--- src/rtl/core/gtps_pkg.sv ---
// gtps_pkg: shared types, widths and constants for the go-to-pose steering block
// used by every module under rtl/core; no dependencies of its own

package gtps_pkg;

   // field widths
   localparam int COORD_W = 12;
   localparam int HEAD_W  = 13;
   localparam int OFS_W   = 13;
   localparam int VEC_W   = 26;
   localparam int ANG_W   = 27;
   localparam int SQ_W    = 26;
   localparam int ROOT_W  = 13;
   localparam int TOT_W   = 28;
   localparam int DIR_W   = 9;
   localparam int TURN_W  = 10;
   localparam int TOL_W   = 12;
   localparam int TOLSQ_W = 24;

   // stream payload widths, padded to whole bytes
   localparam int REQ_DATA_W = 40;
   localparam int RSP_DATA_W = 40;

   // configuration port
   localparam int CSR_IDX_W  = 2;
   localparam int CSR_DATA_W = 13;
   localparam logic [CSR_IDX_W-1:0] CSR_TARGET_X   = 2'd0;
   localparam logic [CSR_IDX_W-1:0] CSR_TARGET_Y   = 2'd1;
   localparam logic [CSR_IDX_W-1:0] CSR_TARGET_HDG = 2'd2;
   localparam logic [CSR_IDX_W-1:0] CSR_ARRIVE_TOL = 2'd3;
   localparam logic [TOL_W-1:0]     ARRIVE_TOL_RESET = 12'd32;

   // cordic and square root step counts, and the start vector shift
   localparam int TABLE_LEN  = 24;
   localparam int SQRT_STEPS = 13;
   localparam int VEC_SHIFT  = 10;

   // angles in 1/65536 degree
   localparam logic signed [ANG_W-1:0] ANG_HALF    = 27'sd11796480;
   localparam logic signed [TOT_W-1:0] ANG_QUARTER = 28'sd5898240;

   // item handed along the chain of cells
   typedef struct packed {
      logic signed [VEC_W-1:0] x;
      logic signed [VEC_W-1:0] y;
      logic signed [ANG_W-1:0] z;
      logic [SQ_W-1:0]         rem;
      logic [SQ_W-1:0]         root;
      logic [SQ_W-1:0]         sq;
      logic [HEAD_W-1:0]       heading;
      logic                    zero;
   } gtps_item_type;

   // arctangent of 2^-i in 1/65536 degree, rounded
   function automatic logic signed [ANG_W-1:0] atan_entry(input int idx);
      logic signed [ANG_W-1:0] v;
      begin
         case (idx)
            0:  v = 27'sd2949120;
            1:  v = 27'sd1740967;
            2:  v = 27'sd919879;
            3:  v = 27'sd466945;
            4:  v = 27'sd234379;
            5:  v = 27'sd117305;
            6:  v = 27'sd58666;
            7:  v = 27'sd29335;
            8:  v = 27'sd14668;
            9:  v = 27'sd7334;
            10: v = 27'sd3667;
            11: v = 27'sd1833;
            12: v = 27'sd917;
            13: v = 27'sd458;
            14: v = 27'sd229;
            15: v = 27'sd115;
            16: v = 27'sd57;
            17: v = 27'sd29;
            18: v = 27'sd14;
            19: v = 27'sd7;
            20: v = 27'sd4;
            21: v = 27'sd2;
            22: v = 27'sd1;
            default: v = 27'sd0;
         endcase
         return v;
      end
   endfunction

endpackage

--- src/rtl/core/gtps_finish.sv ---
// gtps_finish: last stage, direction and turn in degrees, arrival test, output register
// depends on gtps_pkg

module gtps_finish (
   input  logic                                clock,
   input  logic                                reset,
   input  logic [gtps_pkg::HEAD_W-1:0]         target_heading,
   input  logic [gtps_pkg::TOL_W-1:0]          arrive_tolerance,
   input  logic                                up_valid,
   output logic                                up_ready,
   input  gtps_pkg::gtps_item_type             up_item,
   output logic                                rsp_tvalid,
   input  logic                                rsp_tready,
   output logic [gtps_pkg::RSP_DATA_W-1:0]     rsp_tdata
);
   import gtps_pkg::*;

   // whole degrees of a heading, shifted by half a turn and wrapped
   function automatic logic [DIR_W-1:0] wrap_heading(input logic [HEAD_W-1:0] h);
      logic [DIR_W:0] d;
      begin
         d = {1'b0, h[HEAD_W-1:4]} + 10'd180;
         if (d >= 10'd360) begin
            d = d - 10'd360;
         end
         return d[DIR_W-1:0];
      end
   endfunction

   logic                     valid_ff;
   logic [RSP_DATA_W-1:0]    data_ff, data_in;
   logic [TOLSQ_W-1:0]       tol_sq_ff;

   logic signed [ANG_W-1:0]  ang;
   logic signed [TOT_W-1:0]  total;
   logic signed [11:0]       deg, deg_w;
   logic [DIR_W-1:0]         tf, tc;
   logic signed [TURN_W-1:0] turn;
   logic                     arrived;

   assign up_ready   = !valid_ff || rsp_tready;
   assign rsp_tvalid = valid_ff;
   assign rsp_tdata  = data_ff;

   // squared tolerance, follows the register
   always_ff @(posedge clock) begin
      tol_sq_ff <= TOLSQ_W'(arrive_tolerance) * TOLSQ_W'(arrive_tolerance);
   end

   // direction: angle minus heading plus a quarter turn, floored and wrapped
   always_comb begin
      ang   = up_item.zero ? '0 : up_item.z;
      total = TOT_W'(ang) - $signed({3'b000, up_item.heading, 12'h000}) + ANG_QUARTER;
      deg   = total[TOT_W-1:16];
      deg_w = deg;
      if (deg < 0) begin
         deg_w = deg + 12'sd360;
         if (deg_w < 0) begin
            deg_w = deg_w + 12'sd360;
         end
      end else if (deg >= 12'sd360) begin
         deg_w = deg - 12'sd360;
      end
      tf      = wrap_heading(target_heading);
      tc      = wrap_heading(up_item.heading);
      turn    = $signed({1'b0, tc}) - $signed({1'b0, tf});
      arrived = ({2'b00, tol_sq_ff} >= up_item.sq);
      data_in = {7'b0, arrived, up_item.root[ROOT_W-1:0], turn, deg_w[DIR_W-1:0]};
   end

   always_ff @(posedge clock) begin
      if (reset) begin
         valid_ff <= 1'b0;
      end else if (up_ready) begin
         valid_ff <= up_valid;
      end
      if (up_valid && up_ready) begin
         data_ff <= data_in;
      end
   end

endmodule

--- config.mk ---
export PLATFORM = sky130hd
export DESIGN_NAME = gtps_finish
export DESIGN_NICKNAME = d
export VERILOG_FILES = /design/src/rtl/core/gtps_pkg.sv /design/src/rtl/core/gtps_finish.sv
export SDC_FILE = /design/constraint.sdc
export NUM_CORES = 1
export LEC_CHECK = 0
export BUFFER_PORTS_ARGS = -buffer_cell sky130_fd_sc_hd__buf_2
export CORE_ASPECT_RATIO = 1.25
export CORE_MARGIN = 5
export CORE_UTILIZATION = 38
export DETAILED_ROUTE_END_ITERATION = 16
export PLACE_DENSITY_LB_ADDON = 0.3
export SYNTH_ARGS = -nofsm -noshare
export SYNTH_HDL_FRONTEND = slang
export SYNTH_SLANG_ARGS = --single-unit
--- constraint.sdc ---
create_clock -name clock -period 7.7 [get_ports clock]
set_input_delay 0.385 -clock clock [delete_from_list [all_inputs] [get_ports clock]]
set_output_delay 0.385 -clock clock [all_outputs]
set_load 0.005 [all_outputs]
* Word level (Yosys, flattened, before mapping)
Index checks and enable logic that the tools add are counted.
Storage, ports and cells: bits in registers 58, input port bits 200
Cells by class: add/subtract/negate cells 10, multipliers 1, order comparisons 6, muxes and demuxes 6, reduce and logical (&&, ||, !) cells 3
Operator list (number):
- $mux W9 | 5
- $add A28 B24 Y28 const B | 1
- $sub A27 B26 Y28 | 1
- $mux W27 | 1
- $sub A9 B9 Y9 const B | 3
- $ge A24 B26 Y1 | 1
- $lt A12 B1 Y1 const B | 2
- $mul A12 B12 Y24 | 1
- $add A9 B8 Y10 const B | 2
- $ge A10 B9 Y1 const B | 2
- $add A12 B10 Y12 const B | 1
- $ge A12 B10 Y1 const B | 1
- $sub A9 B9 Y10 | 1
- $add A9 B9 Y9 const B | 1
- $logic_and A1 B1 Y1 | 1
- $logic_not A1 Y1 | 1
- $logic_or A1 B1 Y1 | 1

* Longest topological paths before layout
Gate-level depths: netlist (run 1).
depth after elaboration 7, gate-level depth with buffers 22, mapped depth without buffers 21

* Worst setup path after synthesis (run 1)
Ideal clock, no wire load.
kind input -> register, start point in arrive_tolerance[3] (netlist bit), end point reg tol_sq_ff[22], setup time 0.118 ns, data arrival time 5.324 ns, setup slack 2.258 ns, stages on the path 21, path buffers 1, cell sequence clkbuf_1 > nand2_1 > inv_1 > fa_1 > fa_1 > inv_1 > fa_1 > inv_1 > fa_1 > inv_1 > fa_1 > inv_1 > ha_1 > or2_2 > a21oi_1 > a21oi_1 > a41oi_1 > a21oi_1 > a41o_1 > o41a_1 > xor2_1
On the way: cells in the longest elaborated chain, start to end 1
Ends and longest elaborated chain:
- from (decl) | line gtps_finish.sv:8 | input logic [gtps_pkg::TOL_W-1:0] arrive_tolerance,
- $mul A12 B12 Y24 | line gtps_finish.sv:47 | tol_sq_ff <= TOLSQ_W'(arrive_tolerance) * TOLSQ_W'(arrive_tolerance);
- to (signal assigned) | line gtps_finish.sv:47
- to (decl) | line gtps_finish.sv:32 | logic [TOLSQ_W-1:0] tol_sq_ff;
Every way passes these cells. A chain may end at the register's enable or synchronous reset.

* Final worst setup path (run 1)
start point in arrive_tolerance[2] (netlist bit), end point reg tol_sq_ff[23]
Same word-level chain as after synthesis.

==> reports/qor.tcl, run 1 <==
set qor(status) {finished clean}
set qor(numCtsBuffers) 9
set qor(number_of_violations_of_the_max_capacitance_limit) 0
set qor(dominantRegCellSynth) {sky130_fd_sc_hd__edfxtp_1}
set qor(cts_sink_count) 57
set qor(detail_route.drc_violations) 0
set qor(die_w_um) 151
set qor(power.density_cell_area_nw_per_um2) 264
set qor(vdd_drop_max_uv) 152
set qor(ys_seq_elements) 57
set qor(synth_top_cell_area_share) 0.187
set qor(detail_route.wirelength_mm) 20.3
set qor(async_reset_ff_frac) 0
set qor(io_pins) 242
set qor(layout-drive-gt1-share) 0.165
set qor(timing.setup.critical_path_class) {in -> reg}
set qor(ys_types) 85
set qor(crit_path_top_delay_cell) {sky130_fd_sc_hd__fa_1}
set qor(cp.buffers_inverters) 5
set qor(cts_max_path_buffers) 2
set qor(final_min_period_over_clock_period) 0.721
set qor(worst-endpoint-arrival_ps) 5820
set qor(worst_min_path_class) {in -> reg}
set qor(detailedRoute.firstPassIterationCount) 4
set qor(synth.cells.most_frequent) {212 x sky130_fd_sc_hd__inv_1, 140 x sky130_fd_sc_hd__ha_1, 83 x sky130_fd_sc_hd__fa_1, 67 x sky130_fd_sc_hd__nand2_1, 49 x sky130_fd_sc_hd__a21oi_1}
set qor(critical_path_peak_fanout) 13
set qor(cts_tree) {yes}
set qor(critical-path-max-stage-delay_ps) 540
set qor(final-hold-violation-count) 0
set qor(core-area_um2) 24400
set qor(ctsHoldBuffers) 0
set qor(layout_overhead_on_the_synthesized_area_pct) 13.3
set qor(finish.cell_count_without_fillers) 1523
set qor(fp.dieH_um) 186
set qor(grt_pass1_vias) 7592
set qor(drt_first_iter_violations) 214
set qor(number_of_enable_flip_flop_cells_after_synthesis) 33
set qor(worst_skew_pair.late_latency_ps) 330
set qor(worst_hold_slack_ps) 208
set qor(summed_instance_area_of_the_synthesized_netlist_um2) 9380
set qor(antenna-diode-count) 0
set qor(max_slew_margin) 0.392
set qor(drtAntennaViolNets) 0
set qor(synth.avg_cell_area_um2) 8.82
set qor(setup.worst_path.start_class) {primary input}
set qor(ys_warn_count) 0
set qor(finish.net_count) 1611
set qor(dpl.cell_count) 1507
set qor(worst_path_dominant_cell_family) {adder cells}
set qor(syn_inst) 1063
set qor(tightest_slew_ps) 911
set qor(worstSetupEndpointType) {register}
set qor(cts_setup_buffers) 0
set qor(wire_per_inst_um) 13.4
set qor(postLayoutSetupSlackWorst_ps) 2150
set qor(gr-usage-all-layers) 0.149
set qor(antenna_found_initial) 0
set qor(fin_worst_skew_ps) 7.04
set qor(worstPathCellList) {buf_2 > and2_1 > inv_1 > fa_1 > inv_1 > fa_1 > fa_1 > fa_1 > inv_1 > fa_1 > inv_1 > ha_1 > and3_1 > a211oi_1 > a211o_1 > a21oi_1 > a2111o_1 > a21oi_1 > xor2_1}
set qor(finalWorstPathRequiredPeriod_ps) 5550
set qor(regToRegSetupSlack_ps) 5340
set qor(crit_required_ps) 7960
set qor(grt_setup_unrepaired) {no}
set qor(placement.io_buffers) 138
set qor(total_leakage_power_uw) 0.00557
set qor(timing.setup.tns_ps) 0
set qor(detailed_placement_hpwl_mm) 17.3
set qor(synth_top_cells_by_area) {sky130_fd_sc_hd__ha_1 19%, sky130_fd_sc_hd__fa_1 18%, sky130_fd_sc_hd__edfxtp_1 11%, sky130_fd_sc_hd__inv_1 8.5%, sky130_fd_sc_hd__dfxtp_1 5.1%}
set qor(vias) 7420
set qor(rows) 64
set qor(achievable-frequency_mhz) 180
set qor(report.final.slew_viol_count) 0
set qor(routed_via_density) 4.87
set qor(grt_max_degree) 34
set qor(grt_remaining_overflow) 0
set qor(seq_area_frac_synth) 0.157
set qor(cts_root_buffer) {sky130_fd_sc_hd__clkbuf_16}
set qor(crit_path_frequent_cell) {sky130_fd_sc_hd__fa_1}
set qor(cts-resized-gates) 0
set qor(pre_cts_ws_ps) 1780
set qor(synth_area_leader_cell) {sky130_fd_sc_hd__ha_1}
set qor(initial_utilization) 0.384
set qor(clock_tree.htree_level_count) 3
set qor(cts.reportedPaths.clkPinSlew_ps) 60
set qor(gp_congestion) 0.839
set qor(first_pass_grt_wire_length_mm) 34.3
set qor(setup_viol) 0
set qor(die_area_um2) 27900
set qor(most_frequent_cell_after_synthesis) {sky130_fd_sc_hd__inv_1}
==> report_power, final <==
part	switching, uW	internal, uW	total [uW]
clock network	153	217	370
registers	23.7	454	477
logic	1070	890	1960
total	1240	1560	2800
==> cell families after synthesis <==
kind of cell             count (synthesis)  synth area share
AO/OA/AOI/OAI                          202             0.155
adder cells (fa/ha/maj)                223             0.364
buffers and inverters                  244             0.102
XOR/XNOR                                58            0.0550
other                                    1          0.000400
multiplexers                            11            0.0132
flip-flops                              57             0.157
AND/OR/NAND/NOR                        267             0.153
==> cells in the final DEF, fill, tap and decap left out, drive strengths merged, types with 7 or more instances in the layout <==
cell type	instances
buf	138
ha	140
conb	7
o211ai	11
and2	48
a21oi	51
xnor2	37
o21a	7
nand4	10
xor2	21
nand2b	30
dfxtp	24
mux2	8
fa	83
edfxtp	33
clkbuf	9
o21ai	39
nand2	68
inv	217
a21o	30
or2	7
nor3	14
a211oi	7
nor2	31
nand3	17
nor2b	23
==> final timing paths <==
check,cells after the start,end,start
max,19,tol_sq_ff[23],arrive_tolerance[2]
min,2,rsp_tvalid,reset
max reg2reg,11,rsp_tdata[32],tol_sq_ff[2]
min reg2reg,2,rsp_tvalid,rsp_tvalid
==> metrics by stage <==
step | total power (uW) | area (um^2) | util
final | 2800 | 10600 | 0.435
after global routing | 3150 | 10600 | 0.435
after CTS | 2850 | 10600 | 0.435
after detailed placement | 2450 | 10400 | 0.424
after global placement | 2430 | 10400 | 0.424
after floorplan | 2060 | 9400 | -
==> metal layers <==
metal	routed length (um)	up-vias	share of wire	track usage
met1	8550	3496	0.42	0.175
met5	0	-	0	0
met3	805	29	0.040	0.0180
met4	405	0	0.020	0.0414
li1	-	3766	-	-
met2	10600	129	0.52	0.284
==> sequential cells by signal (all words and copies together), names as in the netlist <==
register	cells
rsp_tdata	33
tol_sq_ff	23
rsp_tvalid	1
==> area by class of cell <==
cell class / instances / area [um^2]
fill: 2464 / 13800
multi-input combinational: 768 / 6980
sequential: 57 / 1470
inverter: 214 / 803
timing repair buffer: 138 / 691
tap: 330 / 413
clock buffer: 9 / 225
clock inverter: 7 / 43.8
Note: power is estimated with default switching activity, not from simulation.
==> inputs of run 2 (changes only) <==
==> constraint.sdc (replaced) <==
create_clock -name clock -period 5 [get_ports clock]
set_input_delay 0.25 -clock clock [delete_from_list [all_inputs] [get_ports clock]]
set_output_delay 0.25 -clock clock [all_outputs]
set_load 0.005 [all_outputs]
==> run 2 against run 1 <==
Against the previous run: register-to-register slack lost 2600 ps; setup slack worse by 2000 ps; combinational power rose by 86%; clock skew down 1.7 ps; clock power up 51%; first-iteration DRC count is 16% lower; worst hold slack worse by 120 ps; via count is 3.7% higher; clock-buffer cell count up 2; flip-flop and latch count unchanged; global-route usage grew 0.78 points; critical path type unchanged; critical endpoint unchanged; largest cell class unchanged; largest power group unchanged; highest routed layer unchanged.
==> reports/qor.tcl, run 2 (synthesized netlist as in run 1, its figures left out) <==
set qor(cts.reportedPaths.clkPinSlew_ps) 60 ;# about the same
set qor(crit_required_ps) 5260 ;# was 7960 ps
set qor(antenna-diode-count) 0 ;# unchanged
set qor(grt_pass1_vias) 7895 ;# was 7592
set qor(tightest_slew_ps) 877 ;# was 911 ps
set qor(antenna_found_initial) 0 ;# unchanged
set qor(vdd_drop_max_uv) 283 ;# was 152 uV
set qor(initial_utilization) 0.384 ;# unchanged
set qor(total_leakage_power_uw) 0.00592 ;# was 0.00557 uW
set qor(gr-usage-all-layers) 0.157 ;# was 0.149
set qor(detail_route.wirelength_mm) 21.7 ;# was 20.3 mm
set qor(vias) 7691 ;# was 7420
set qor(die_w_um) 151 ;# unchanged
set qor(critical_path_peak_fanout) 9 ;# was 13
set qor(final-hold-violation-count) 0 ;# unchanged
set qor(status) {finished clean} ;# unchanged
set qor(setup.worst_path.start_class) {primary input} ;# unchanged
set qor(layout_common_cells) {212 x sky130_fd_sc_hd__inv_1, 137 x sky130_fd_sc_hd__ha_1, 132 x sky130_fd_sc_hd__buf_2} ;# was 212 x sky130_fd_sc_hd__inv_1, 140 x sky130_fd_sc_hd__ha_1, 138 x sky130_fd_sc_hd__buf_2
set qor(clock_tree.htree_level_count) 3 ;# unchanged
set qor(drtAntennaViolNets) 0 ;# unchanged
set qor(final_min_period_over_clock_period) 0.963
set qor(worstHoldStart) {reset} ;# unchanged
set qor(layout-drive-gt1-share) 0.223 ;# was 0.165
set qor(die_area_um2) 27900 ;# unchanged
set qor(detail_route.drc_violations) 0 ;# unchanged
set qor(worst_skew_pair.late_latency_ps) 320 ;# was 330 ps
set qor(finish.cell_count_without_fillers) 1591 ;# was 1523
set qor(fp.dieH_um) 186 ;# unchanged
set qor(swShare) 0.423 ;# was 0.444
set qor(worstSetupEndpointType) {register} ;# unchanged
set qor(core-area_um2) 24400 ;# unchanged
set qor(worst-r2r-cell-count) 11 ;# unchanged
set qor(cts_tree) {yes} ;# unchanged
set qor(largest_register_ff_count) 33 ;# unchanged
set qor(finish.net_count) 1679 ;# was 1611
set qor(leading_cell_type_in_the_layout_fill_and_taps_excluded) {sky130_fd_sc_hd__inv_1} ;# unchanged
set qor(layout_overhead_on_the_synthesized_area_pct) 20.1 ;# was 13.3%
set qor(drt_first_iter_violations) 179 ;# was 214
set qor(cts_root_buffer) {sky130_fd_sc_hd__clkbuf_16} ;# unchanged
set qor(wire_per_inst_um) 13.6 ;# was 13.4 um
set qor(first_pass_grt_wire_length_mm) 35.9 ;# was 34.3 mm
set qor(routed_via_density) 4.83 ;# was 4.87
set qor(worst_min_path_class) {in -> reg} ;# unchanged
set qor(finalWorstPathRequiredPeriod_ps) 4810
set qor(timing.setup.tns_ps) 0 ;# unchanged
set qor(numCtsBuffers) 9 ;# unchanged
set qor(clkPwrFrac) 0.113 ;# was 0.132
set qor(power.switching_uw) 2090 ;# was 1240 uW
set qor(number_of_violations_of_the_max_capacitance_limit) 0 ;# unchanged
set qor(fin_worst_skew_ps) 5.34 ;# was 7.04 ps
set qor(worst-endpoint-arrival_ps) 5070 ;# was 5820 ps
set qor(ctsHoldBuffers) 0 ;# unchanged
set qor(setup_viol) 0 ;# unchanged
set qor(seqPwrFrac) 0.149 ;# was 0.170
set qor(rows) 64 ;# unchanged
set qor(timing.critical_path.from) {arrive_tolerance[3]} ;# was arrive_tolerance[2]
set qor(intPower_uw) 2850 ;# was 1560 uW
set qor(timing.setup.critical_path_class) {in -> reg} ;# unchanged
set qor(max_slew_margin) 0.416 ;# was 0.392
set qor(grt.met2_usage) 0.293 ;# was 0.284
set qor(detailed_placement_hpwl_mm) 18.8 ;# was 17.3 mm
set qor(globalRouteMet1Util) 0.183 ;# was 0.175
set qor(placement.io_buffers) 138 ;# unchanged
set qor(gr-max-usage-layer) {met2} ;# unchanged
set qor(achievable-frequency_mhz) 208
set qor(grt_remaining_overflow) 0 ;# unchanged
set qor(cts_sink_count) 57 ;# unchanged
set qor(io_pins) 242 ;# unchanged
set qor(critical_path.reg2reg.startpoint) {tol_sq_ff[2]} ;# unchanged
set qor(dpl.cell_count) 1571 ;# was 1507
set qor(grt_setup_unrepaired) {yes} ;# was no
set qor(pwr-share-comb) 0.739 ;# was 0.698
set qor(cts_max_path_buffers) 2 ;# unchanged
set qor(hold_path_depth) 2 ;# unchanged
set qor(report.final.slew_viol_count) 0 ;# unchanged
set qor(power.density_cell_area_nw_per_um2) 439 ;# was 264 nW/um^2
set qor(grt_max_degree) 34 ;# unchanged
set qor(gp_congestion) 0.855 ;# was 0.839
set qor(use_met3) 0.0212 ;# was 0.0180
set qor(detailedRoute.firstPassIterationCount) 4 ;# unchanged
[run 2: final cells by class]
type                    instances  area (um^2)
well taps                     330          413
clock buffers                  11          243
clock inverters                 5         22.5
inverters                     214          803
flip-flops and latches         57         1470
multi-input cells             768         7090
fillers                      2440        13200
repair buffers                206         1220
[run 2: power groups by stage]
stage               Combinational (uW)  Sequential [uW]  Clock [uW]
floorplan                         2580              746           0
global placement                  3450              744           0
detailed placement                3510              746           0
CTS                               3540              737         581
global route                      4190              748         600
finish                            3650              735         558
[run 2: timing repair]
item | in CTS | in global routing
resized for setup | 0 | 21
setup buffers | 0 | 4
setup endpoints to repair | 0 | 3
[run 2: metal layers]
layer  vias up  wire, um
li1       3902         -
met1      3597      9090
met2       153     10900
met3        39      1020
met4         0       609
met5         -         0
[run 2: final timing paths]
path                                       to  slack (ps)
worst max-delay path            tol_sq_ff[23]         190
worst min-delay path               rsp_tvalid          90
worst max register to register  rsp_tdata[32]        2720
worst min register to register     rsp_tvalid         520
[run 2: through the flow]
stage	area (um^2)	hold WS [ps]	worst slack (ps)	total power [uW]	util
3_3_place_gp	10900	423	-210	4190	0.447
2_1_floorplan	9490	278	18.8	3330	-
3_5_place_dp	10900	426	-279	4250	0.447
5_1_grt	11300	80.2	-7.72	5540	0.461
6_report	11300	89.2	185	4950	0.461
4_1_cts	11200	80.2	90.1	4850	0.458
[run 2: critical path: stages]
cell,delay (ps)
sky130_fd_sc_hd__clkbuf_4,160
sky130_fd_sc_hd__buf_4,160
sky130_fd_sc_hd__and2_1,180
sky130_fd_sc_hd__fa_1,510
sky130_fd_sc_hd__inv_1,50
sky130_fd_sc_hd__fa_1,530
sky130_fd_sc_hd__inv_1,50
sky130_fd_sc_hd__fa_1,500
sky130_fd_sc_hd__fa_1,540
sky130_fd_sc_hd__inv_1,50
sky130_fd_sc_hd__fa_1,520
sky130_fd_sc_hd__inv_1,40
sky130_fd_sc_hd__ha_1,320
sky130_fd_sc_hd__o21a_1,170
sky130_fd_sc_hd__nor2_1,140
sky130_fd_sc_hd__a211o_1,150
sky130_fd_sc_hd__a21oi_1,70
sky130_fd_sc_hd__a2111o_1,400
sky130_fd_sc_hd__a21oi_2,150
sky130_fd_sc_hd__xor2_1,140
