`config.mk`:
```
export PLATFORM = sky130hd
export DESIGN_NAME = gtps_prep
export DESIGN_NICKNAME = d
export VERILOG_FILES = /design/src/rtl/core/gtps_pkg.sv /design/src/rtl/core/gtps_prep.sv
export SDC_FILE = /design/constraint.sdc
export NUM_CORES = 1
export LEC_CHECK = 0
export BUFFER_PORTS_ARGS = -buffer_cell sky130_fd_sc_hd__buf_2
export CAP_MARGIN = 20
export CORE_UTILIZATION = 60
export DETAILED_ROUTE_END_ITERATION = 12
export PLACE_DENSITY = 0.83
export SYNTH_ARGS = -nofsm -noshare
export SYNTH_HDL_FRONTEND = slang
export SYNTH_SLANG_ARGS = --single-unit
```
`constraint.sdc`:
```
create_clock -name clock -period 8 [get_ports clock]
set_input_delay 2.4 -clock clock [delete_from_list [all_inputs] [get_ports clock]]
set_output_delay 2.4 -clock clock [all_outputs]
set_load 0.01 [all_outputs]
```
`src/rtl/core/gtps_pkg.sv`:
```
// gtps_pkg: shared types, widths and constants for the go-to-pose steering block
// used by every module under rtl/core; no dependencies of its own

package gtps_pkg;

   // field widths
   localparam int COORD_W = 12;
   localparam int HEAD_W  = 13;
   localparam int OFS_W   = 13;
   localparam int VEC_W   = 26;
   localparam int ANG_W   = 27;
   localparam int SQ_W    = 26;
   localparam int ROOT_W  = 13;
   localparam int TOT_W   = 28;
   localparam int DIR_W   = 9;
   localparam int TURN_W  = 10;
   localparam int TOL_W   = 12;
   localparam int TOLSQ_W = 24;

   // stream payload widths, padded to whole bytes
   localparam int REQ_DATA_W = 40;
   localparam int RSP_DATA_W = 40;

   // configuration port
   localparam int CSR_IDX_W  = 2;
   localparam int CSR_DATA_W = 13;
   localparam logic [CSR_IDX_W-1:0] CSR_TARGET_X   = 2'd0;
   localparam logic [CSR_IDX_W-1:0] CSR_TARGET_Y   = 2'd1;
   localparam logic [CSR_IDX_W-1:0] CSR_TARGET_HDG = 2'd2;
   localparam logic [CSR_IDX_W-1:0] CSR_ARRIVE_TOL = 2'd3;
   localparam logic [TOL_W-1:0]     ARRIVE_TOL_RESET = 12'd32;

   // cordic and square root step counts, and the start vector shift
   localparam int TABLE_LEN  = 24;
   localparam int SQRT_STEPS = 13;
   localparam int VEC_SHIFT  = 10;

   // angles in 1/65536 degree
   localparam logic signed [ANG_W-1:0] ANG_HALF    = 27'sd11796480;
   localparam logic signed [TOT_W-1:0] ANG_QUARTER = 28'sd5898240;

   // item handed along the chain of cells
   typedef struct packed {
      logic signed [VEC_W-1:0] x;
      logic signed [VEC_W-1:0] y;
      logic signed [ANG_W-1:0] z;
      logic [SQ_W-1:0]         rem;
      logic [SQ_W-1:0]         root;
      logic [SQ_W-1:0]         sq;
      logic [HEAD_W-1:0]       heading;
      logic                    zero;
   } gtps_item_type;

   // arctangent of 2^-i in 1/65536 degree, rounded
   function automatic logic signed [ANG_W-1:0] atan_entry(input int idx);
      logic signed [ANG_W-1:0] v;
      begin
         case (idx)
            0:  v = 27'sd2949120;
            1:  v = 27'sd1740967;
            2:  v = 27'sd919879;
            3:  v = 27'sd466945;
            4:  v = 27'sd234379;
            5:  v = 27'sd117305;
            6:  v = 27'sd58666;
            7:  v = 27'sd29335;
            8:  v = 27'sd14668;
            9:  v = 27'sd7334;
            10: v = 27'sd3667;
            11: v = 27'sd1833;
            12: v = 27'sd917;
            13: v = 27'sd458;
            14: v = 27'sd229;
            15: v = 27'sd115;
            16: v = 27'sd57;
            17: v = 27'sd29;
            18: v = 27'sd14;
            19: v = 27'sd7;
            20: v = 27'sd4;
            21: v = 27'sd2;
            22: v = 27'sd1;
            default: v = 27'sd0;
         endcase
         return v;
      end
   endfunction

endpackage

```
`src/rtl/core/gtps_prep.sv`:
```
// gtps_prep: two front stages, target offset then squared length and vector set-up
// depends on gtps_pkg

module gtps_prep (
   input  logic                          clock,
   input  logic                          reset,
   input  logic [gtps_pkg::COORD_W-1:0]  target_x,
   input  logic [gtps_pkg::COORD_W-1:0]  target_y,
   input  logic                          up_valid,
   output logic                          up_ready,
   input  logic [gtps_pkg::COORD_W-1:0]  pos_x,
   input  logic [gtps_pkg::COORD_W-1:0]  pos_y,
   input  logic [gtps_pkg::HEAD_W-1:0]   pos_heading,
   output logic                          dn_valid,
   input  logic                          dn_ready,
   output gtps_pkg::gtps_item_type       dn_item
);
   import gtps_pkg::*;

   logic                    a_valid_ff;
   logic signed [OFS_W-1:0] dx_ff, dy_ff, dx_in, dy_in;
   logic [HEAD_W-1:0]       ph_ff;
   logic                    a_ready;

   logic                    b_valid_ff;
   gtps_item_type           item_ff, item_in;
   logic                    b_ready;

   logic signed [SQ_W-1:0]  dx2, dy2;
   logic signed [VEC_W-1:0] xe, ye;
   logic                    neg;

   // stage handshakes, a stage moves when empty or its successor moves
   assign b_ready  = !b_valid_ff || dn_ready;
   assign a_ready  = !a_valid_ff || b_ready;
   assign up_ready = a_ready;
   assign dn_valid = b_valid_ff;
   assign dn_item  = item_ff;

   // offset from measured position to target
   assign dx_in = $signed({1'b0, target_x}) - $signed({1'b0, pos_x});
   assign dy_in = $signed({1'b0, target_y}) - $signed({1'b0, pos_y});

   always_ff @(posedge clock) begin
      if (reset) begin
         a_valid_ff <= 1'b0;
      end else if (a_ready) begin
         a_valid_ff <= up_valid;
      end
      if (up_valid && a_ready) begin
         dx_ff <= dx_in;
         dy_ff <= dy_in;
         ph_ff <= pos_heading;
      end
   end

   // squared length and folded start vector for the cordic
   always_comb begin
      dx2 = SQ_W'(dx_ff) * SQ_W'(dx_ff);
      dy2 = SQ_W'(dy_ff) * SQ_W'(dy_ff);
      neg = dx_ff[OFS_W-1];
      xe  = neg ? -VEC_W'(dx_ff) : VEC_W'(dx_ff);
      ye  = neg ? -VEC_W'(dy_ff) : VEC_W'(dy_ff);
      item_in.x       = xe <<< VEC_SHIFT;
      item_in.y       = ye <<< VEC_SHIFT;
      item_in.z       = neg ? ANG_HALF : '0;
      item_in.sq      = SQ_W'($unsigned(dx2)) + SQ_W'($unsigned(dy2));
      item_in.rem     = item_in.sq;
      item_in.root    = '0;
      item_in.heading = ph_ff;
      item_in.zero    = (dx_ff == '0) && (dy_ff == '0);
   end

   always_ff @(posedge clock) begin
      if (reset) begin
         b_valid_ff <= 1'b0;
      end else if (b_ready) begin
         b_valid_ff <= a_valid_ff;
      end
      if (a_valid_ff && b_ready) begin
         item_ff <= item_in;
      end
   end

endmodule

```
======== Yosys cells after proc, flatten, opt, wreduce, memory -nomap -nowiden ========
Cells that the tools add are included.
word-level totals
  bits in registers ....................... 140
  output and inout port bits .............. 173
  word-level logic and storage cells ...... 31
cells by class
  multiply operators ...................... 2
  reduce and logical (&&, ||, !) cells .... 9
  add/sub/neg operators ................... 5
  muxes and demuxes ....................... 3
operators by type and width
  cell                          number
  multiplier 13 x 13 -> 26 bit  2
  negation 13 -> 16 bit         2
  adder 26 bit                  1
  logical NOT 13 bit            2
  subtractor 12 x 12 -> 13 bit  2
  two-way mux 24 bit            1
  two-way mux 16 bit            1
  two-way mux 12 bit            1
  logical AND 1 bit             3
  logical NOT 1 bit             2
  logical OR 1 bit              2

======== Longest topological paths before layout ========
Gate-level depths: netlist (run 1).
  depth in word-level cells ............... 4
  mapped depth ............................ 26

======== Least setup slack after synthesis (run 1) ========
Ideal clock, no wire load.
  path kind ............................... register -> register
  from .................................... register dx_ff[12]
  to ...................................... register item_ff, in the netlist dn_item[37], data pin
  required time ........................... 7.738 ns
  setup time .............................. 0.262 ns
  cell stages (with the launch flop) ...... 24
  setup slack ............................. 1.341 ns
  path buffers ............................ 2
  arrival time ............................ 6.398 ns
  period minus slack after synthesis ...... 6.659 ns
  cells stage by stage .................... edfxtp_1 > clkbuf_1 > clkinv_1 > buf_1 > nor2_1 > fa_1 > fa_1 > inv_1 > fa_1 > fa_1 > inv_1 > fa_1 > fa_1 > inv_1 > fa_1 > inv_1 > ha_1 > and4_1 > and4_1 > o21a_1 > nor2b_1 > a21o_1 > a211oi_1 > xnor2_1
RTL lines
  element                 line             RTL
  start, declared         gtps_prep.sv:21  logic signed [OFS_W-1:0] dx_ff, dy_ff, dx_in, dy_in;
  start signal, assigned  gtps_prep.sv:51  dx_ff <= dx_in;
  end signal, assigned    gtps_prep.sv:81  item_ff <= item_in;
  end, declared           gtps_prep.sv:26  gtps_item_type item_ff, item_in;

==> results.md, run 1 <==
- Status: complete, no violations
- I/O pins: 238
- Worst-path cell chain: nand2_1 > inv_1 > fa_1 > inv_1 > fa_1 > inv_1 > fa_1 > fa_1 > fa_1 > fa_1 > inv_1 > fa_1 > inv_1 > ha_1 > a21oi_1 > nand2_1 > a21oi_1 > o21ai_0 > a21o_1 > a211oi_1 > xnor2_1
- 1st-pass router iterations: 7
- Period utilization: 0.923
- First-pass GRT wire length: 65500 microns
- Hold Crit Start: ph_ff[7]$_DFFE_PP_
- Total global routing overflow: 0
- Post-synthesis async set-or-reset flop share: 0
- Worst hold slack: 0.418 ns
- Clock insertion delay at the later pin of the skew report: 0.43 ns
- Htree depth: 4
- Nature of the critical path startpoint: flip-flop
- Std cell rows: 62
- Syn Inst Count: 1702
- Post-CTS Setup Bufs: 0
- Fin Setup TNS: 0 ns
- Total GRT Usage: 0.285
- Peak Freq: 0.135 GHz
- DIE AREA: 0.0299 sq mm
- Delay-heaviest family, CP: adder cells
- DRC: 0
- Type of the worst min-delay path: flip-flop to flip-flop
- Clock Tree Buf Depth: 2
- Post-CTS resize count: 0
- Reg clk slew, reported paths: 0.07 ns
- Distinct cells, synth: 52
- Critical-path maximum fanout: 19
- Initial antenna violation count: 0
- CP max stage delay: 0.90 ns
- Core area: 0.0287 sq mm
- Vias in the first global route: 13100
- Worst setup EP type: flip-flop
- Die width: 173 microns
- Cell accounting for the most synthesized area: fa_1
- Critical path class: flip-flop to flip-flop
- GPL Wtd Cong: 0.921
- Worst path required time: 8.18 ns
- Slowest stage cell, crit path: edfxtp_1
- Final WL: 39800 microns
- Crit path buffers/inverters: 5
- Clock root buffer: clkbuf_16
- Fin. Hold Viols: 0
- R2R depth: 21
- DP Area: 0.0183 sq mm
- R2R Path End: dn_item[37]$_DFFE_PP_
- Most numerous cell on the critical path: fa_1
- Starting Density: 0.610
- DP HPWL: 32000 microns
- Nets: 2370
- Syn Area/Cell: 10.3 sq um
- Final setup fails: 0
- IO buf count: 168
- RSZ-0062 raised after global routing: no
- Layout cells sized above 1: 0.121
- Post-synth EDFFs: 112
- Worst R2R Setup Slack: 0.62 ns
- Pin count of the biggest net entering global routing: 40
- TritonCTS clock tree: yes
- Iter 0 DRT Violations: 953
- Worst slew pin tran: 0.947 ns
- Rel. slew slack: 0.369
- Worst Skew: 0.0144 ns
- Diode count: 0
- Fin. max-slew vios: 0
- #FFs+latches synth: 114
- Mapped cell area: 0.0175 sq mm
- Worst Hold Depth: 0
- Max Cap Violations: 0
- Share of the synthesized area in the top cell type: 0.385
- Vias: 11800
- Commonest non-fill, non-tap cells in the layout: 454 x inv_1, 337 x fa_1, 168 x buf_2
- Finished Cell Area: 0.0189 sq mm
- Filler cell count: 2135
- YS warnings: 0
- Area growth syn-to-layout: 7.87%
- Per-cell routed wire length: 17.9 microns
- Total CTS buffers: 17
- Routed Antenna Nets: 0
- Start of the worst register-to-register path: dy_ff[12]$_DFFE_PP_
- # clock sinks: 114
- Hold Path End: dn_item[8]$_DFFE_PP_
- Arrival time worst endpoint: 7.56 ns
- Fin crit period: 7.38 ns
- Die Ht: 173 microns
- Ranking of synthesized cells by area: fa_1 39%, edfxtp_1 19%, ha_1 9.9%
- Via density: 5.30
- Cts hold-fix bufs: 0
- Seq/Total Area, Yosys: 0.194
- Post-synth top flop: edfxtp_1
- Most common cell after layout, fill and taps aside: inv_1
## synth_stat cells (all sizes together) (26+ instances only)
| cell type | count |
|---|---|
| o21ai | 31 |
| inv | 454 |
| nor2 | 66 |
| clkbuf | 42 |
| buf | 101 |
| edfxtp | 112 |
| xnor2 | 72 |
| nand2 | 117 |
| fa | 337 |
| ha | 139 |
| a21oi | 26 |
| and2 | 69 |
## cell type report
| class | instances | area [sq um] | area share |
|---|---|---|---|
| sequential | 114 | 3400 | 0.180 |
| clock buffer | 17 | 425 | 0.0225 |
| multi-input combinational | 1062 | 11800 | 0.623 |
| inverter | 455 | 1710 | 0.0904 |
| tap | 384 | 480 | 0.0254 |
| clock inverter | 15 | 161 | 0.00855 |
| timing repair buffer | 179 | 936 | 0.0496 |
## logic make-up (layout without fill, tap and decap cells)
| family | Yosys count | count (layout) | synth area share |
|---|---|---|---|
| and+or+nand+nor | 311 | 311 | 0.0840 |
| adders and majority gates | 476 | 476 | 0.485 |
| AOI/OAI and AO/OA | 113 | 113 | 0.0428 |
| DFF | 114 | 114 | 0.194 |
| other | 1 | 73 | 0.000214 |
| xor gates and xnor gates | 88 | 88 | 0.0440 |
| muxes | 1 | 1 | 0.000572 |
| buffers and inverters | 598 | 666 | 0.149 |
## registers in the layout (all words and copies together) (netlist names)
register / flops
dn_item: 73
dx_ff: 13
dy_ff: 13
ph_ff: 13
a_valid_ff: 1
dn_valid: 1
## worst max path at each step
| stage | from | endpoint | slack, ns | depth (start not counted) |
|---|---|---|---|---|
| 2_1_floorplan | dx_ff[12]$_DFFE_PP_ | dn_item[37]$_DFFE_PP_ | 1.34 | 23 |
| 3_3_place_gp | dy_ff[12]$_DFFE_PP_ | dn_item[37]$_DFFE_PP_ | 0.92 | 21 |
| 3_5_place_dp | dy_ff[12]$_DFFE_PP_ | dn_item[36]$_DFFE_PP_ | 0.76 | 21 |
| 4_1_cts | dy_ff[12]$_DFFE_PP_ | dn_item[36]$_DFFE_PP_ | 0.74 | 21 |
| 5_1_grt | dy_ff[12]$_DFFE_PP_ | dn_item[37]$_DFFE_PP_ | 0.33 | 21 |
| 6_report | dy_ff[12]$_DFFE_PP_ | dn_item[37]$_DFFE_PP_ | 0.62 | 21 |
## layer usage
metal  global-route usage  share of wire
met5                    0              0
met1                0.331           0.34
met2                0.499           0.51
met4                0.173          0.065
met3               0.0468          0.080
## stage by stage
stage / std cells / worst slack [ns] / utilization
global route: 2226 / 0.330 / 0.658
finish: 2226 / 0.617 / 0.658
detailed placement: 2194 / 0.762 / 0.637
floorplan: 1774 / 1.34 / -
CTS: 2226 / 0.742 / 0.658
global placement: 2193 / 0.916 / 0.637
Power of run 1 is left out: the tool's default activity adds up to more than one toggle a clock period on the data nets, which glitch-free logic cannot reach.
==> run 2, diff against run 1 <==
==> config.mk (replaced) <==
export PLATFORM = sky130hd
export DESIGN_NAME = gtps_prep
export DESIGN_NICKNAME = d
export VERILOG_FILES = /design/src/rtl/core/gtps_pkg.sv /design/src/rtl/core/gtps_prep.sv
export SDC_FILE = /design/constraint.sdc
export NUM_CORES = 1
export LEC_CHECK = 0
export CAP_MARGIN = 20
export CELL_PAD_IN_SITES_DETAIL_PLACEMENT = 1
export CELL_PAD_IN_SITES_GLOBAL_PLACEMENT = 1
export CORE_UTILIZATION = 52
export DETAILED_ROUTE_END_ITERATION = 12
export DONT_BUFFER_PORTS = 1
export PLACE_DENSITY_LB_ADDON = 0.1
export SYNTH_ARGS = -nofsm -noshare
export SYNTH_HDL_FRONTEND = slang
export SYNTH_SLANG_ARGS = --single-unit
==> results.md, run 2 (synthesized netlist as in run 1, its figures left out) <==
- Total GRT Usage: 0.273
- Final setup fails: 0
- IO buf count: 0
- Delay-heaviest family, CP: adder cells
- Slowest stage cell, crit path: edfxtp_1
- Layout cells sized above 1: 0.0357
- Worst Skew: 0.0120 ns
- Clock insertion delay at the later pin of the skew report: 0.44 ns
- # clock sinks: 114
- Htree depth: 4
- Starting Density: 0.533
- Met1 usage: 0.322
- Met2 GRT Util: 0.492
- TritonCTS clock tree: yes
- CP max stage delay: 0.84 ns
- Final WL: 43200 microns
- Total CTS buffers: 17
- Number of flip-flops in the largest register: 73
- Per-cell routed wire length: 20.4 microns
- Most common cell after layout, fill and taps aside: inv_1
- RSZ-0062 raised after global routing: no
- 1st-pass router iterations: 5
- Fin Setup TNS: 0 ns
- Post-CTS resize count: 0
- Commonest non-fill, non-tap cells in the layout: 454 x inv_1, 337 x fa_1, 139 x ha_1
- Worst Hold Depth: 0
- Core area: 0.0329 sq mm
- Nature of the critical path startpoint: flip-flop
- Type of the worst min-delay path: flip-flop to flip-flop
- Diode count: 0
- First-pass GRT wire length: 68600 microns
- Std cell rows: 66
- Initial antenna violation count: 0
- Fin. max-slew vios: 0
- DRC: 0
- Fin. Hold Viols: 0
- Global routing usage on met3: 0.0425
- Status: complete, no violations
- DP HPWL: 35300 microns
- GPL Wtd Cong: 0.838
- R2R depth: 21
- Clock Tree Buf Depth: 2
- Clock root buffer: clkbuf_16
- Crit path buffers/inverters: 5
- Vias: 10800
- Cts hold-fix bufs: 0
- Nets: 2208
- Filler cell count: 3634
- Fin crit period: 7.22 ns
- Reg clk slew, reported paths: 0.06 ns
- Most numerous cell on the critical path: fa_1
- Total global routing overflow: 0
- Top Usage Layer GRT: met2
- Max Cap Violations: 0
- Worst setup EP type: flip-flop
- Period utilization: 0.903
- Pin count of the biggest net entering global routing: 74
- I/O pins: 238
- DIE AREA: 0.0344 sq mm
- Via density: 5.08
- Die Ht: 185 microns
- Rel. slew slack: 0.291
- Worst path required time: 8.17 ns
- Area growth syn-to-layout: 3.75%
- Peak Freq: 0.138 GHz
- Iter 0 DRT Violations: 376
- Post-CTS Setup Bufs: 0
- Routed Antenna Nets: 0
- Critical path class: flip-flop to flip-flop
- Arrival time worst endpoint: 7.39 ns
- Critical-path maximum fanout: 19
- Die width: 185 microns
- CP Depth: 21
- Worst-path cell chain: nand2_1 > inv_1 > fa_1 > inv_1 > fa_1 > inv_1 > fa_1 > fa_1 > fa_1 > fa_1 > inv_1 > fa_1 > inv_1 > ha_1 > and4_1 > and4_1 > o21a_1 > nor2b_1 > a21o_1 > o221ai_1 > xnor2_1
- Worst slew pin tran: 1.06 ns
- Vias in the first global route: 12500
## run 2: cell count changes in the layout (fill, tap and decap cells not counted), moves of 2 or more
cell and delta:
buf_2 -168, inv_6 -4, clkinvlp_4 +2, clkbuf_8 +2, buf_4 +7
## run 2: final cells by class
cell class,count,area [sq um],share of cell area
clock buffer,19,453,0.0249
clock inverter,13,149,0.00820
inverter,455,1710,0.0940
multi-input combinational,1062,11800,0.648
sequential,114,3400,0.187
tap,442,553,0.0304
timing repair buffer,17,128,0.00703
## run 2: stage by stage
stage               setup WS, ns  instance area (sq um)  instances  hold slack [ns]   util
floorplan                   1.34                  17800       1774            0.400      -
global placement            1.01                  17600       2090            0.401  0.534
detailed placement         0.845                  17600       2090            0.406  0.534
CTS                        0.815                  18200       2122            0.417  0.553
global route               0.351                  18200       2122            0.424  0.553
finish                     0.777                  18200       2122            0.419  0.553
## run 2: metal layers
layer / part of all wire / vias up
met4: 0.038 / 0
met1: 0.40 / 5636
li1: - / 4844
met3: 0.039 / 58
met5: 0 / -
met2: 0.52 / 243
## run 2: worst paths after layout
kind | startpoint | endpoint | slack [ns]
worst min-delay path | ph_ff[0]$_DFFE_PP_ | dn_item[1]$_DFFE_PP_ | 0.42
worst max-delay path | dy_ff[12]$_DFFE_PP_ | dn_item[39]$_DFFE_PP_ | 0.78
worst min register to register | ph_ff[0]$_DFFE_PP_ | dn_item[1]$_DFFE_PP_ | 0.42
worst max register to register | dy_ff[12]$_DFFE_PP_ | dn_item[39]$_DFFE_PP_ | 0.78
Power of run 2 is left out for the same reason.
==> run 3, diff against run 2 <==
--- a/config.mk
+++ b/config.mk
@@ -8,6 +8,7 @@
 export CAP_MARGIN = 20
 export CELL_PAD_IN_SITES_DETAIL_PLACEMENT = 1
 export CELL_PAD_IN_SITES_GLOBAL_PLACEMENT = 1
+export CORE_MARGIN = 2
 export CORE_UTILIZATION = 52
 export DETAILED_ROUTE_END_ITERATION = 12
 export DONT_BUFFER_PORTS = 1
==> constraint.sdc (replaced) <==
create_clock -name clock -period 7.42 [get_ports clock]
set_input_delay 2.226 -clock clock [delete_from_list [all_inputs] [get_ports clock]]
set_output_delay 2.226 -clock clock [all_outputs]
set_load 0.01 [all_outputs]
==> results.md, run 3 (synthesized netlist as in run 1, its figures left out) <==
- Status: complete, no violations
- Final WL: 42500 microns
- I/O pins: 238
- Post-CTS resize count: 0
- Most common cell after layout, fill and taps aside: inv_1
- # clock sinks: 114
- Die width: 187 microns
- Worst R2R Setup Slack: 0.39 ns
- Nature of the critical path startpoint: flip-flop
- Clock insertion delay at the later pin of the skew report: 0.45 ns
- Critical path class: flip-flop to flip-flop
- RSZ-0062 raised after global routing: no
- Clock root buffer: clkbuf_16
- Core area: 0.0334 sq mm
- Die Ht: 187 microns
- Vias: 10900
- Global routing usage on met3: 0.0334
- Iter 0 DRT Violations: 418
- Fin. max-slew vios: 0
- Met1 usage: 0.308
- Met2 GRT Util: 0.480
- Nets: 2225
- Max Cap Violations: 0
- DIE AREA: 0.0351 sq mm
- First-pass GRT wire length: 69400 microns
- DRC: 0
- Fin Setup TNS: 0 ns
- Period utilization: 0.948
- Htree depth: 4
- Reg clk slew, reported paths: 0.06 ns
- Fin crit period: 7.03 ns
- DP HPWL: 35600 microns
- Type of the worst min-delay path: flip-flop to flip-flop
- Peak Freq: 0.142 GHz
- Total global routing overflow: 0
- Number of flip-flops in the largest register: 73
- Starting Density: 0.525
- Vias in the first global route: 12900
- Worst path required time: 7.60 ns
- Layout cells sized above 1: 0.0454
- Crit path launch: dy_ff[0]$_DFFE_PP_
- Clock Tree Buf Depth: 2
- Critical-path maximum fanout: 9
- Rel. slew slack: 0.305
- Commonest non-fill, non-tap cells in the layout: 454 x inv_1, 337 x fa_1, 139 x ha_1
- IO buf count: 0
- Start of the worst register-to-register path: dy_ff[0]$_DFFE_PP_
- Per-cell routed wire length: 19.8 microns
- Final setup fails: 0
- Worst slew pin tran: 1.04 ns
- 1st-pass router iterations: 5
- Routed Antenna Nets: 0
- Total GRT Usage: 0.261
- GPL Wtd Cong: 0.821
- R2R depth: 21
- Diode count: 0
- Worst Hold Depth: 0
- Post-CTS Setup Bufs: 0
- Worst setup EP type: flip-flop
- Arrival time worst endpoint: 7.21 ns
- Worst Skew: 0.0158 ns
- Cts hold-fix bufs: 0
- Via density: 5.10
- Total CTS buffers: 17
- Std cell rows: 67
- Initial antenna violation count: 1
- Setup crit end: dn_item[39]$_DFFE_PP_
- Area growth syn-to-layout: 4.60%
- Pin count of the biggest net entering global routing: 49
- R2R Path End: dn_item[39]$_DFFE_PP_
- TritonCTS clock tree: yes
- Top Usage Layer GRT: met2
- Fin. Hold Viols: 0
-- run 3: cell types whose count changed in the layout (fill, tap and decap cells not counted), sizes merged --
| cell | delta |
|---|---|
| buf | +17 |
| bufinv | +1 |
| clkbuf | -1 |
| clkinv | +1 |
| clkinvlp | -1 |
-- run 3: cell type report --
class                   instances  area, sq um
inverters                     455         1710
clock buffers                  18          439
flip-flops and latches        114         3400
well taps                     448          561
repair buffers                 34          255
fillers                      3717        15100
clock inverters                14          176
multi-input cells            1062        11800
-- run 3: routing by layer --
metal	wire length, microns	up-vias	share of wire
li1	-	4888	-
met1	16600	5715	0.39
met2	22700	269	0.53
met3	1530	70	0.036
met4	1690	0	0.040
met5	0	-	0
-- run 3: how the worst min path moves through the flow --
| stage | startpoint | endpoint |
|---|---|---|
| 6_report | ph_ff[1]$_DFFE_PP_ | dn_item[2]$_DFFE_PP_ |
| 5_1_grt | ph_ff[2]$_DFFE_PP_ | dn_item[3]$_DFFE_PP_ |
| 4_1_cts | ph_ff[1]$_DFFE_PP_ | dn_item[2]$_DFFE_PP_ |
| 3_5_place_dp | ph_ff[1]$_DFFE_PP_ | dn_item[2]$_DFFE_PP_ |
| 3_3_place_gp | ph_ff[5]$_DFFE_PP_ | dn_item[6]$_DFFE_PP_ |
| 2_1_floorplan | ph_ff[9]$_DFFE_PP_ | dn_item[10]$_DFFE_PP_ |
-- run 3: through the flow --
stage	cells	utilization	setup WS (ns)	instance area, sq um	hold WS (ns)
2_1_floorplan	1774	-	0.761	17800	0.400
3_3_place_gp	2113	0.530	0.572	17700	0.400
3_5_place_dp	2113	0.530	0.435	17700	0.406
4_1_cts	2145	0.549	0.411	18300	0.422
5_1_grt	2145	0.549	0.120	18300	0.425
6_report	2145	0.549	0.389	18300	0.422
-- run 3: critical path, stage by stage, from the launching register on --
cell and delay [ns]:
edfxtp_1 0.42, nand2_1 0.37, inv_1 0.40, fa_1 0.60, inv_1 0.06, fa_1 0.52, inv_1 0.05, fa_1 0.49
fa_1 0.65, fa_1 0.46, fa_1 0.49, inv_1 0.05, fa_1 0.48, inv_1 0.04, ha_1 0.34, and4_1 0.26
and4_1 0.30, o21a_1 0.17, nor2b_1 0.15, a21o_1 0.18, o221ai_1 0.15, xnor2_1 0.15
Power of run 3 is left out for the same reason.
